**config.mk**
```make
export PLATFORM = sky130hd
export DESIGN_NAME = slope_extremum_inflection_detector_unit
export DESIGN_NICKNAME = d
export VERILOG_FILES = /design/src/rtl/core/sei_pkg.sv /design/src/rtl/core/slope_extremum_inflection_detector_unit.sv /design/src/rtl/core/sei_div.sv /design/src/rtl/core/sei_dp.sv /design/src/rtl/core/sei_ctrl.sv
export SDC_FILE = /design/constraint.sdc
export NUM_CORES = 1
export LEC_CHECK = 0
export ABC_CLOCK_PERIOD_IN_PS = 7100
export BUFFER_PORTS_ARGS = -buffer_cell sky130_fd_sc_hd__buf_2
export CAP_MARGIN = 5
export CORE_ASPECT_RATIO = 1.1
export CORE_MARGIN = 3
export CORE_UTILIZATION = 60
export DETAILED_ROUTE_END_ITERATION = 8
export PLACE_DENSITY = 0.76
export SETUP_SLACK_MARGIN = 0.1
export SKIP_CTS_REPAIR_TIMING = 1
export SYNTH_ARGS = -nofsm -noshare
export SYNTH_HDL_FRONTEND = slang
export SYNTH_HIERARCHICAL = 1
export SYNTH_SLANG_ARGS = --single-unit
```
**constraint.sdc**
```tcl
create_clock -name clk_i -period 7.1 [get_ports clk_i]
set_input_delay 0 -clock clk_i [delete_from_list [all_inputs] [get_ports clk_i]]
set_output_delay 0 -clock clk_i [all_outputs]
set_load 0.05 [all_outputs]
```
**src/rtl/core/sei_pkg.sv**
```systemverilog
`default_nettype none

package sei_pkg;

  // Result kinds carried on the output side band.
  localparam logic [1:0] KIND_INIT = 2'd0;
  localparam logic [1:0] KIND_EXT  = 2'd1;
  localparam logic [1:0] KIND_INF  = 2'd2;

  // Slope direction codes.
  localparam logic [1:0] DIR_FLAT = 2'd0;
  localparam logic [1:0] DIR_RISE = 2'd1;
  localparam logic [1:0] DIR_FALL = 2'd2;

  // Divider operand selection.
  localparam logic DIV_SEL_SLOPE = 1'b0;
  localparam logic DIV_SEL_CURV  = 1'b1;

  // Commands from the controller to the datapath.
  typedef struct packed {
    logic       cap_in;
    logic       div_start;
    logic       div_sel;
    logic       diff;
    logic       save_curv;
    logic       out_load;
    logic [1:0] out_kind;
    logic       out_last;
  } cmd_t;

  // Status from the datapath to the controller.
  typedef struct packed {
    logic div_done;
    logic ext_cross;
    logic inf_cross;
    logic dir_nz;
    logic out_free;
  } status_t;

endpackage

`default_nettype wire

```
**src/rtl/core/slope_extremum_inflection_detector_unit.sv**
```systemverilog
// Finite-difference extremum and inflection detector.
// Input beats carry one (x, y) sample in signed fixed point with FRAC_BITS
// fraction bits. The block keeps the previous point, slope and curvature.
// Output beats report events: the initial direction on the second sample
// (unless the slope is flat), an extremum when the slope changes sign and an
// inflection when the curvature changes sign; tlast marks the final beat
// that one sample causes, and a sample causes at most two beats.
// Sequencing: the first sample after reset only loads the history. Divisions
// run on one shared radix-2 divider that makes one quotient bit a cycle; a
// zero numerator or dx gives its result without the iterations.
// The second sample runs one division. Any later sample runs two dependent
// divisions; the core is ready again once the beats of the sample, if any,
// have been loaded into the output register.
// The input is taken only while the core is idle. One output register holds
// a finished beat, so a stalled receiver does not block the next sample; a
// second beat of the same sample, or the first beat of the next one, waits
// until that register empties. Reset clears all history and any pending beat.
`default_nettype none

module slope_extremum_inflection_detector_unit #(
  parameter int DATA_WIDTH = 32,
  parameter int FRAC_BITS  = 16
) (
  input  wire logic                                       clk_i,
  input  wire logic                                       rst_ni,
  input  wire logic                                       s_axis_tvalid_i,
  output logic                                            s_axis_tready_o,
  // Fields from bit 0 up: sample_x, sample_y, zero fill to whole bytes.
  input  wire logic [((2*DATA_WIDTH+7)/8)*8-1:0]          s_axis_tdata_i,
  output logic                                            m_axis_tvalid_o,
  input  wire logic                                       m_axis_tready_i,
  // Fields from bit 0 up: mid_x, mid_y, direction, zero fill to whole bytes.
  output logic [((2*DATA_WIDTH+2+7)/8)*8-1:0]             m_axis_tdata_o,
  // Fields from bit 0 up: event_kind.
  output logic [1:0]                                      m_axis_tuser_o,
  // last_event: the final beat caused by one sample.
  output logic                                            m_axis_tlast_o
);

  localparam int W     = DATA_WIDTH;
  localparam int OUT_W = ((2*DATA_WIDTH+2+7)/8)*8;

  sei_pkg::cmd_t    cmd;
  sei_pkg::status_t status;

  logic [W-1:0] out_mx;
  logic [W-1:0] out_my;
  logic [1:0]   out_dir;

  // The controller sequences the two divisions and the event beats; the
  // datapath holds the history, the divider and the output register.
  sei_ctrl u_ctrl (
    .clk_i     (clk_i),
    .rst_ni    (rst_ni),
    .in_valid_i(s_axis_tvalid_i),
    .in_ready_o(s_axis_tready_o),
    .status_i  (status),
    .cmd_o     (cmd)
  );

  sei_dp #(
    .DATA_WIDTH(DATA_WIDTH),
    .FRAC_BITS (FRAC_BITS)
  ) u_dp (
    .clk_i      (clk_i),
    .rst_ni     (rst_ni),
    .cmd_i      (cmd),
    .status_o   (status),
    .x_i        (s_axis_tdata_i[W-1:0]),
    .y_i        (s_axis_tdata_i[2*W-1:W]),
    .out_ready_i(m_axis_tready_i),
    .out_valid_o(m_axis_tvalid_o),
    .out_kind_o (m_axis_tuser_o),
    .out_mx_o   (out_mx),
    .out_my_o   (out_my),
    .out_dir_o  (out_dir),
    .out_last_o (m_axis_tlast_o)
  );

  assign m_axis_tdata_o = OUT_W'({out_dir, out_my, out_mx});

endmodule

`default_nettype wire

```
**src/rtl/core/sei_div.sv**
```systemverilog
`default_nettype none

// Restoring radix-2 divider of (nmag << FRAC_BITS) by dmag, one quotient bit a
// cycle, with the signed result saturated to DATA_WIDTH bits.
module sei_div #(
  parameter int DATA_WIDTH = 32,
  parameter int FRAC_BITS  = 16
) (
  input  wire logic                  clk_i,
  input  wire logic                  rst_ni,
  input  wire logic                  start_i,
  input  wire logic                  nneg_i,
  input  wire logic [DATA_WIDTH-1:0] nmag_i,
  input  wire logic                  dneg_i,
  input  wire logic [DATA_WIDTH-1:0] dmag_i,
  output logic                       done_o,
  output logic [DATA_WIDTH-1:0]      quo_o
);

  localparam int W  = DATA_WIDTH;
  localparam int NW = DATA_WIDTH + FRAC_BITS;
  localparam int CW = $clog2(NW + 1);

  localparam logic [W-1:0] SMAX = {1'b0, {(W-1){1'b1}}};
  localparam logic [W-1:0] SMIN = {1'b1, {(W-1){1'b0}}};
  localparam logic [W:0]   QMAX_POS = {2'b00, {(W-1){1'b1}}};
  localparam logic [W:0]   QMAX_NEG = {2'b01, {(W-1){1'b0}}};

  logic [CW-1:0] cnt_q;
  logic          fin_q;
  logic          done_q;
  logic [NW-1:0] num_q;
  logic [W-1:0]  rem_q;
  logic [W:0]    q_q;
  logic          big_q;
  logic          neg_q;
  logic [W-1:0]  dmag_q;
  logic [W-1:0]  res_q;

  logic [W:0]    trial;
  logic          ge;
  logic [W:0]    diff;
  logic [W:0]    qneg;

  assign trial = {rem_q, num_q[NW-1]};
  assign ge    = trial >= {1'b0, dmag_q};
  assign diff  = trial - {1'b0, dmag_q};
  assign qneg  = (W+1)'(0) - q_q;

  always_ff @(posedge clk_i or negedge rst_ni) begin
    if (!rst_ni) begin
      cnt_q  <= '0;
      fin_q  <= 1'b0;
      done_q <= 1'b0;
    end else begin
      done_q <= 1'b0;
      if (start_i) begin
        if (nmag_i == '0 || dmag_i == '0) begin
          done_q <= 1'b1;
        end else begin
          cnt_q <= CW'(NW);
        end
      end else if (cnt_q != '0) begin
        cnt_q <= cnt_q - CW'(1);
        if (cnt_q == CW'(1)) begin
          fin_q <= 1'b1;
        end
      end else if (fin_q) begin
        fin_q  <= 1'b0;
        done_q <= 1'b1;
      end
    end
  end

  always_ff @(posedge clk_i) begin
    if (start_i) begin
      neg_q  <= nneg_i ^ dneg_i;
      dmag_q <= dmag_i;
      num_q  <= NW'(nmag_i) << FRAC_BITS;
      rem_q  <= '0;
      q_q    <= '0;
      big_q  <= 1'b0;
      if (nmag_i == '0) begin
        res_q <= '0;
      end else if (dmag_i == '0) begin
        res_q <= nneg_i ? SMIN : SMAX;
      end
    end else if (cnt_q != '0) begin
      rem_q <= ge ? diff[W-1:0] : trial[W-1:0];
      num_q <= num_q << 1;
      big_q <= big_q | q_q[W];
      q_q   <= {q_q[W-1:0], ge};
    end else if (fin_q) begin
      if (neg_q) begin
        res_q <= (big_q || q_q > QMAX_NEG) ? SMIN : qneg[W-1:0];
      end else begin
        res_q <= (big_q || q_q > QMAX_POS) ? SMAX : q_q[W-1:0];
      end
    end
  end

  assign done_o = done_q;
  assign quo_o  = res_q;

endmodule

`default_nettype wire

```
**src/rtl/core/sei_dp.sv**
```systemverilog
`default_nettype none

module sei_dp #(
  parameter int DATA_WIDTH = 32,
  parameter int FRAC_BITS  = 16
) (
  input  wire logic                  clk_i,
  input  wire logic                  rst_ni,
  input  wire sei_pkg::cmd_t         cmd_i,
  output sei_pkg::status_t           status_o,
  input  wire logic [DATA_WIDTH-1:0] x_i,
  input  wire logic [DATA_WIDTH-1:0] y_i,
  input  wire logic                  out_ready_i,
  output logic                       out_valid_o,
  output logic [1:0]                 out_kind_o,
  output logic [DATA_WIDTH-1:0]      out_mx_o,
  output logic [DATA_WIDTH-1:0]      out_my_o,
  output logic [1:0]                 out_dir_o,
  output logic                       out_last_o
);

  localparam int W = DATA_WIDTH;

  // Signed difference a - b as sign and exact magnitude.
  function automatic logic [W:0] sdiff(input logic [W-1:0] a, input logic [W-1:0] b);
    logic [W-1:0] ab;
    logic [W-1:0] bb;
    ab = {~a[W-1], a[W-2:0]};
    bb = {~b[W-1], b[W-2:0]};
    if (ab >= bb) begin
      sdiff = {1'b0, a - b};
    end else begin
      sdiff = {1'b1, b - a};
    end
  endfunction

  function automatic logic is_pos(input logic [W-1:0] v);
    is_pos = !v[W-1] && (v != '0);
  endfunction

  // New value l against old value u.
  function automatic logic crosses(input logic [W-1:0] l, input logic [W-1:0] u);
    crosses = (!is_pos(l) && is_pos(u)) || (u[W-1] && !l[W-1]);
  endfunction

  function automatic logic [W-1:0] midpoint(input logic [W-1:0] a, input logic [W-1:0] b);
    midpoint = {a[W-1], a[W-1:1]} + {b[W-1], b[W-1:1]} + W'(a[0] & b[0]);
  endfunction

  logic [W-1:0] prev_x_q;
  logic [W-1:0] prev_y_q;
  logic [W-1:0] mid_x_q;
  logic [W-1:0] mid_y_q;
  logic         dxn_q;
  logic [W-1:0] dxm_q;
  logic         dyn_q;
  logic [W-1:0] dym_q;
  logic         dsn_q;
  logic [W-1:0] dsm_q;
  logic [W-1:0] prev_slope_q;
  logic [W-1:0] prev_curv_q;
  logic [1:0]   dir_q;

  logic         out_valid_q;
  logic [1:0]   out_kind_q;
  logic [W-1:0] out_mx_q;
  logic [W-1:0] out_my_q;
  logic [1:0]   out_dir_q;
  logic         out_last_q;

  logic [W:0]   dx_w;
  logic [W:0]   dy_w;
  logic [W:0]   ds_w;
  logic         div_done;
  logic [W-1:0] div_quo;
  logic         div_nneg;
  logic [W-1:0] div_nmag;

  assign dx_w = sdiff(x_i, prev_x_q);
  assign dy_w = sdiff(y_i, prev_y_q);
  // During the difference step the divider still holds the new slope.
  assign ds_w = sdiff(div_quo, prev_slope_q);

  assign div_nneg = (cmd_i.div_sel == sei_pkg::DIV_SEL_CURV) ? dsn_q : dyn_q;
  assign div_nmag = (cmd_i.div_sel == sei_pkg::DIV_SEL_CURV) ? dsm_q : dym_q;

  sei_div #(
    .DATA_WIDTH(DATA_WIDTH),
    .FRAC_BITS (FRAC_BITS)
  ) u_div (
    .clk_i  (clk_i),
    .rst_ni (rst_ni),
    .start_i(cmd_i.div_start),
    .nneg_i (div_nneg),
    .nmag_i (div_nmag),
    .dneg_i (dxn_q),
    .dmag_i (dxm_q),
    .done_o (div_done),
    .quo_o  (div_quo)
  );

  always_ff @(posedge clk_i) begin
    if (cmd_i.cap_in) begin
      prev_x_q <= x_i;
      prev_y_q <= y_i;
      mid_x_q  <= midpoint(x_i, prev_x_q);
      mid_y_q  <= midpoint(y_i, prev_y_q);
      dxn_q    <= dx_w[W];
      dxm_q    <= dx_w[W-1:0];
      dyn_q    <= dy_w[W];
      dym_q    <= dy_w[W-1:0];
    end
    if (cmd_i.diff) begin
      dsn_q        <= ds_w[W];
      dsm_q        <= ds_w[W-1:0];
      prev_slope_q <= div_quo;
      if (is_pos(div_quo)) begin
        dir_q <= sei_pkg::DIR_RISE;
      end else if (div_quo[W-1]) begin
        dir_q <= sei_pkg::DIR_FALL;
      end else begin
        dir_q <= sei_pkg::DIR_FLAT;
      end
    end
    if (cmd_i.save_curv) begin
      prev_curv_q <= div_quo;
    end
  end

  // Output register: holds one beat so the core can move on while it waits.
  always_ff @(posedge clk_i or negedge rst_ni) begin
    if (!rst_ni) begin
      out_valid_q <= 1'b0;
    end else if (cmd_i.out_load) begin
      out_valid_q <= 1'b1;
    end else if (out_ready_i) begin
      out_valid_q <= 1'b0;
    end
  end

  always_ff @(posedge clk_i) begin
    if (cmd_i.out_load) begin
      out_kind_q <= cmd_i.out_kind;
      out_last_q <= cmd_i.out_last;
      out_dir_q  <= dir_q;
      if (cmd_i.out_kind == sei_pkg::KIND_INIT) begin
        out_mx_q <= '0;
        out_my_q <= '0;
      end else begin
        out_mx_q <= mid_x_q;
        out_my_q <= mid_y_q;
      end
    end
  end

  assign status_o.div_done  = div_done;
  assign status_o.ext_cross = crosses(div_quo, prev_slope_q);
  assign status_o.inf_cross = crosses(div_quo, prev_curv_q);
  assign status_o.dir_nz    = div_quo != '0;
  assign status_o.out_free  = !out_valid_q || out_ready_i;

  assign out_valid_o = out_valid_q;
  assign out_kind_o  = out_kind_q;
  assign out_mx_o    = out_mx_q;
  assign out_my_o    = out_my_q;
  assign out_dir_o   = out_dir_q;
  assign out_last_o  = out_last_q;

endmodule

`default_nettype wire

```
**src/rtl/core/sei_ctrl.sv**
```systemverilog
`default_nettype none

module sei_ctrl (
  input  wire logic              clk_i,
  input  wire logic              rst_ni,
  input  wire logic              in_valid_i,
  output logic                   in_ready_o,
  input  wire sei_pkg::status_t  status_i,
  output sei_pkg::cmd_t          cmd_o
);

  localparam logic [2:0] S_IDLE  = 3'd0;
  localparam logic [2:0] S_DIV1  = 3'd1;
  localparam logic [2:0] S_WAIT1 = 3'd2;
  localparam logic [2:0] S_DIFF  = 3'd3;
  localparam logic [2:0] S_DIV2  = 3'd4;
  localparam logic [2:0] S_WAIT2 = 3'd5;
  localparam logic [2:0] S_EVAL  = 3'd6;
  localparam logic [2:0] S_EMIT  = 3'd7;

  logic [2:0] state_q, state_d;
  logic       have_point_q, have_point_d;
  logic       have_slope_q, have_slope_d;
  logic       have_curv_q, have_curv_d;
  logic       pend_init_q, pend_init_d;
  logic       pend_ext_q, pend_ext_d;
  logic       pend_inf_q, pend_inf_d;
  logic       accept;

  assign in_ready_o = (state_q == S_IDLE);
  assign accept     = in_valid_i && in_ready_o;

  always_comb begin
    state_d      = state_q;
    have_point_d = have_point_q;
    have_slope_d = have_slope_q;
    have_curv_d  = have_curv_q;
    pend_init_d  = pend_init_q;
    pend_ext_d   = pend_ext_q;
    pend_inf_d   = pend_inf_q;
    cmd_o        = '0;
    case (state_q)
      S_IDLE: begin
        if (accept) begin
          cmd_o.cap_in = 1'b1;
          have_point_d = 1'b1;
          if (have_point_q) begin
            state_d = S_DIV1;
          end
        end
      end
      S_DIV1: begin
        cmd_o.div_start = 1'b1;
        cmd_o.div_sel   = sei_pkg::DIV_SEL_SLOPE;
        state_d         = S_WAIT1;
      end
      S_WAIT1: begin
        if (status_i.div_done) begin
          state_d = S_DIFF;
        end
      end
      S_DIFF: begin
        cmd_o.diff   = 1'b1;
        have_slope_d = 1'b1;
        if (have_slope_q) begin
          pend_ext_d = status_i.ext_cross;
          state_d    = S_DIV2;
        end else begin
          pend_init_d = status_i.dir_nz;
          state_d     = S_EMIT;
        end
      end
      S_DIV2: begin
        cmd_o.div_start = 1'b1;
        cmd_o.div_sel   = sei_pkg::DIV_SEL_CURV;
        state_d         = S_WAIT2;
      end
      S_WAIT2: begin
        cmd_o.div_sel = sei_pkg::DIV_SEL_CURV;
        if (status_i.div_done) begin
          state_d = S_EVAL;
        end
      end
      S_EVAL: begin
        cmd_o.save_curv = 1'b1;
        pend_inf_d      = have_curv_q && status_i.inf_cross;
        have_curv_d     = 1'b1;
        state_d         = S_EMIT;
      end
      S_EMIT: begin
        // Results leave in order: initial direction, extremum, inflection.
        if (!pend_init_q && !pend_ext_q && !pend_inf_q) begin
          state_d = S_IDLE;
        end else if (status_i.out_free) begin
          cmd_o.out_load = 1'b1;
          if (pend_init_q) begin
            cmd_o.out_kind = sei_pkg::KIND_INIT;
            cmd_o.out_last = 1'b1;
            pend_init_d    = 1'b0;
            state_d        = S_IDLE;
          end else if (pend_ext_q) begin
            cmd_o.out_kind = sei_pkg::KIND_EXT;
            cmd_o.out_last = !pend_inf_q;
            pend_ext_d     = 1'b0;
            if (!pend_inf_q) begin
              state_d = S_IDLE;
            end
          end else begin
            cmd_o.out_kind = sei_pkg::KIND_INF;
            cmd_o.out_last = 1'b1;
            pend_inf_d     = 1'b0;
            state_d        = S_IDLE;
          end
        end
      end
      default: begin
        state_d = S_IDLE;
      end
    endcase
  end

  always_ff @(posedge clk_i or negedge rst_ni) begin
    if (!rst_ni) begin
      state_q      <= S_IDLE;
      have_point_q <= 1'b0;
      have_slope_q <= 1'b0;
      have_curv_q  <= 1'b0;
      pend_init_q  <= 1'b0;
      pend_ext_q   <= 1'b0;
      pend_inf_q   <= 1'b0;
    end else begin
      state_q      <= state_d;
      have_point_q <= have_point_d;
      have_slope_q <= have_slope_d;
      have_curv_q  <= have_curv_d;
      pend_init_q  <= pend_init_d;
      pend_ext_q   <= pend_ext_d;
      pend_inf_q   <= pend_inf_d;
    end
  end

endmodule

`default_nettype wire
```
## After elaboration in Yosys (flattened, before gate mapping)

Cells that the tools add are included.

| storage, ports and cells | value |
|---|---|
| register bits | 543 |
| latch bits | 0 |
| bits in writable memories | 0 |
| memory bits (read-only) | 0 |
| input port bits | 68 |
| output and inout port bits | 77 |
| logic and storage cells | 206 |
| memories kept | 0 |

| cells by class | value |
|---|---|
| $add $sub $neg | 13 |
| $mul | 0 |
| div/mod/pow operators | 0 |
| order comparisons | 6 |
| equality and inequality tests | 24 |
| shift operators | 0 |
| multiplexer cells | 65 |
| bitwise operators | 13 |
| reduce and logical (&&, ||, !) cells | 49 |

Operators by type and width:

| cell | count |
|---|---|
| $mux W32 | 11 |
| $sub A32 B32 Y32 | 7 |
| $mux W33 | 3 |
| $ge A32 B32 Y1 | 3 |
| $mux W48 | 2 |
| $reduce_bool A32 Y1 | 3 |
| $add A31 B31 Y32 | 2 |
| $add A32 B32 Y32 | 2 |
| $logic_not A32 Y1 | 2 |
| $ge A33 B32 Y1 | 1 |
| $gt A33 B31 Y1 const B | 1 |
| $gt A33 B32 Y1 const B | 1 |
| $mux W3 | 11 |
| $sub A1 B32 Y32 const A | 1 |
| $mux W1 | 26 |
| $pmux W3 S8 | 1 |
| $mux W6 | 3 |
| $ne A2 B2 Y1 const B | 9 |
| $eq A3 B3 Y1 const B | 4 |
| $mux W4 | 3 |
| $logic_and A1 B1 Y1 | 11 |
| $reduce_and A5 Y1 | 2 |
| $reduce_bool A2 Y1 | 5 |
| $not A1 Y1 | 9 |
| 24 further kinds | 47 |

## Longest topological paths before layout

| logic depth | value |
|---|---|
| word-level depth | 8 |
| mapped depth | 16 |
| gate-level depth less buffers | 15 |

## Modules after synthesis

Netlist, hierarchy kept.

By module, submodules not included:

| module | instances | cells each | area an instance (um2) | seq. area each (um2) |
|---|---|---|---|---|
| sei_dp | 1 | 2518 | 25278.0 | 10895.4 |
| sei_div | 1 | 901 | 9146.3 | 4434.3 |
| sei_ctrl | 1 | 61 | 563.0 | 225.2 |
| slope_extremum_inflection_detector_unit | 1 | 7 | 48.8 | 0.0 |

## Worst setup path after synthesis

Ideal clock, no wire load.

| timing path | value |
|---|---|
| kind | register to register |
| start point | register u_ctrl.state_q[1] |
| end point | register u_ctrl.have_point_q |
| setup time | 93 ps |
| arrival time | 6747 ps |
| required time | 7007 ps |
| setup slack | 260 ps |
| cell stages (with the launch flop) | 5 |
| path buffers | 1 |
| clock period less this slack | 6840 ps |
| cell sequence | dfrtp_1 buf_2 nor3_1 and2_1 or2_2 |

| on the way | value |
|---|---|
| cells in the longest elaborated chain, start to end | 3 |

Ends and longest elaborated chain:

| element | RTL line | text |
|---|---|---|
| from (decl) | sei_ctrl.sv:21 | `logic [2:0] state_q, state_d;` |
| from (signal assigned) | sei_ctrl.sv:132 | `state_q <= state_d;` |
| $logic_not A3 Y1 (*) | sei_ctrl.sv:30 | `assign in_ready_o = (state_q == S_IDLE);` |
| via s_axis_tready_o | slope_extremum_inflection_detector_unit.sv:27 | `output logic s_axis_tready_o,` |
| $logic_and A1 B1 Y1 | sei_ctrl.sv:31 | `assign accept = in_valid_i && in_ready_o;` |
| $reduce_and A2 Y1 (no source line) (*) | -- |  |
| to (signal assigned) | sei_ctrl.sv:133 | `have_point_q <= have_point_d;` |
| to (decl) | sei_ctrl.sv:22 | `logic have_point_q, have_point_d;` |

The timed path passes the listed nets; every way through them passes the cells marked *.
A chain may end at the register's enable or synchronous reset.

==> flow_summary.yaml <==
clocking:
  cts.htree.levels: 2
  clockBufferDepth: 3
  root_buffer: "clkbuf_16"
  numCtsBuffers: 57
  tritoncts: "done"
  cts.sinks: 543
  clock_latency_ns: 0.62
  clkSlewWorstSetupHoldPaths_ns: 0.06
drt:
  vias: 27280
  dr.first_iter.drc_count: 2236
  viasPerCell: 6.192
  avgRoutedWirePerCell_um: 20.89
  drtAntennaViolNets: 0
  drt_drc_violations_left: 0
  wirelength_mm: 92.03
  drtPass1Iterations: 6
worst_setup_path:
  cp_cell_sequence: "nor2b_2, buf_4, mux2_2, nor4_1, nand4_1, o21ai_0, nor2_1, nor2_1, o21a_1, buf_4"
  path_delay_family: "simple AND/OR/NAND/NOR gates"
  worst_ep_arrival_time_ns: 6.12
  end_kind: "register"
  worstPathRequired_ns: 7.40
  cp-start-kind: "register"
  slowest_stage: "nor2b_2"
  crit_type: "register to register"
  path_buf_inv: 2
  max_stage_delay_ns: 1.07
  cp_max_fo: 26
yosys:
  synth_cell_types: 102
  async_reset_ff_share_pct: 3.315
  yosys_warnings: 6
  synth_area_um2: 35040
  postSynthCellCount: 3487
  synth_top_area_cell: "edfxtp_1"
  synth_edf_count: 459
  ys.flop_type: "edfxtp_1"
  yosysTopAreaCellShare_pct: 39.34
  synth_common_cells: "edfxtp_1 (459), inv_1 (328), a21oi_1 (308), ha_1 (287), nor2_1 (231)"
  syn_area_per_cell_um2: 10.05
  ys_top_cells_by_area: "edfxtp_1 (39%), ha_1 (10%), a21oi_1 (4.4%)"
  ys_seq_elements: 543
  yosysMostFrequentCell: "edfxtp_1"
  synth-seq-area-share_pct: 44.40
global_route:
  overflow: 0
  grt_pass1_vias: 26720
  grt_max_degree: 71
  grt_use_total_pct: 28.97
  grt_pass1_wl_mm: 144.2
  antenna_found_initial: 1
pwr:
  vdd_drop_max_uv: 270.1
  power_mw: 14.34
  power_leakage_nw: 15.92
  p_per_area_nw_per_um2: 371.2
place:
  dp.cells: 4232
  port_buffers: 138
  routabilityCongestion: 0.9375
  dp_hpwl_mm: 68.15
die:
  dieArea_um2: 61330
  die-height_um: 259.4
  rows: 92
  core_um2: 57560
  start_util_pct: 60.87
  num_io_pins: 145
  die_w_um: 236.4
timing:
  setup_tns_ns: 0
  skew_ns: 0.02894
  drv_slew: 0
  finalCritPeriodShare_pct: 81.85
  slew-limit-headroom_pct: 17.10
  final-setup-viol-count: 0
  hold_viol_final: 0
  clock.fmax_ghz: 0.1721
  whs_ns: 0.1487
  period_needed_ns: 5.812
  tightest_slew_ns: 1.238
  rsz0062_at_grt: "false"
final_layout:
  register_area_um2: 15550
  diodes: 0
  multiInputGateArea_um2: 17560
  syn2layout_area_growth_pct: 10.29
  final_cell_count_no_fill: 4406
  nets: 3973
  n_fill_cell: 4447
  largest_reg_flops: 33
  drive_gt1_share_pct: 10.43
  regMostFlops: "u_dp/u_div/q_q"
min_path:
  min_path_type: "primary input to register"
run_status:
  status: "complete, no violations"
run:
  maxCapViolations: 0
## worst reg2reg max path, delay by kind of cell, from the launching register on
kind	cells	cell delay, ns
buffers and inverters	2	0.63
muxes	1	0.35
and+or+nand+nor	5	2.15
AOI/OAI and AO/OA	2	1.71
DFF	1	0.65
## final cells by class
class	instances	area share, %
multi-input cells	2446	45.44
repair buffers	225	3.918
clock inverters	22	0.3821
clock buffers	84	4.323
well taps	752	2.435
inverters	334	3.244
flip-flops and latches	543	40.26
## per-layer routing
| metal | global-route usage [%] | share of wire [%] | vias up | routed length, µm |
|---|---|---|---|---|
| met3 | 3.655 | 4.9 | 235 | 4548 |
| met4 | 11.22 | 4.1 | 0 | 3739 |
| met5 | 0 | 0 | - | 0 |
| met2 | 50.36 | 49 | 901 | 45430 |
| met1 | 36.97 | 42 | 13230 | 38310 |
| li1 | - | - | 12910 | - |
## placed cells by master (no fill, tap or decap), drive strengths merged, types with 16 or more instances in the layout
master and instances:
nand3 43, o31ai 23, or3 20, a221oi 17, dfrtp 18, xnor2 112, o311ai 16, and2 21
o21a 31, clkbuf 84, a21o 90, mux2 75, and3 25, nor2b 97, nor2 233, o21ai 174
nor3 64, edfxtp 459, nand2b 21, a22o 37, clkinv 20, a21oi 309, mux2i 52, dlygate4sd3 68
inv 333, nand4 54, nor4 62, o211ai 18, xor2 63, nand2 184, a211oi 29, o21bai 52
a31oi 37, dfxtp 66, buf 157, ha 287
## per-stage QoR
| stage | worst slack, ns | util, % | area, µm² |
|---|---|---|---|
| after floorplan | 0.2599 | - | 35050 |
| after global placement | 1.607 | 62.80 | 36140 |
| after detailed placement | 1.321 | 62.80 | 36140 |
| after CTS | 1.289 | 65.95 | 37960 |
| after global routing | 0.9460 | 67.14 | 38640 |
| final | 1.288 | 67.14 | 38640 |
## report_power, final
part	internal, mW	switching, mW	leakage (nW)
clock network	1.66	1.24	0.896
registers	4.64	0.450	5.01
logic	2.28	4.08	10.0
total	8.57	5.77	15.9
## logic make-up (layout without fill, tap and decap cells)
group | count (synthesis) | in the layout | share of synthesized area, %
AOI/OAI and AO/OA | 967 | 967 | 18.12
buffers and inverters | 503 | 665 | 5.714
muxes | 127 | 127 | 3.907
xor gates and xnor gates | 175 | 175 | 4.375
adders and majority gates | 298 | 298 | 10.88
DFF | 543 | 543 | 44.40
other | 1 | 6 | 0.01070
and+or+nand+nor | 873 | 873 | 12.60
## final timing paths
kind | startpoint | to | slack [ns] | cells after the start
setup / recovery | u_ctrl/state_q[2]$_DFFE_PN0P_ | u_dp/u_div/quo_o[11]$_DFFE_PP_ | 1.29 | 10
hold / removal | s_axis_tdata_i[23] | u_dp/prev_x_q[23]$_DFFE_PP_ | 0.15 | 2
setup reg to reg | u_ctrl/state_q[2]$_DFFE_PN0P_ | u_dp/u_div/quo_o[11]$_DFFE_PP_ | 1.29 | 10
hold reg to reg | u_dp/dir_q[0]$_SDFFCE_PP1P_ | u_dp/out_dir_o[0]$_DFFE_PP_ | 0.42 | 0
max in group asynchronous | rst_ni | u_dp/u_div/cnt_q[4]$_DFFE_PN0P_ | 5.94 | 3
min in group asynchronous | rst_ni | u_dp/u_div/fin_q$_DFFE_PN0P_ | 0.61 | 3
(Power assumes the default switching activity.)
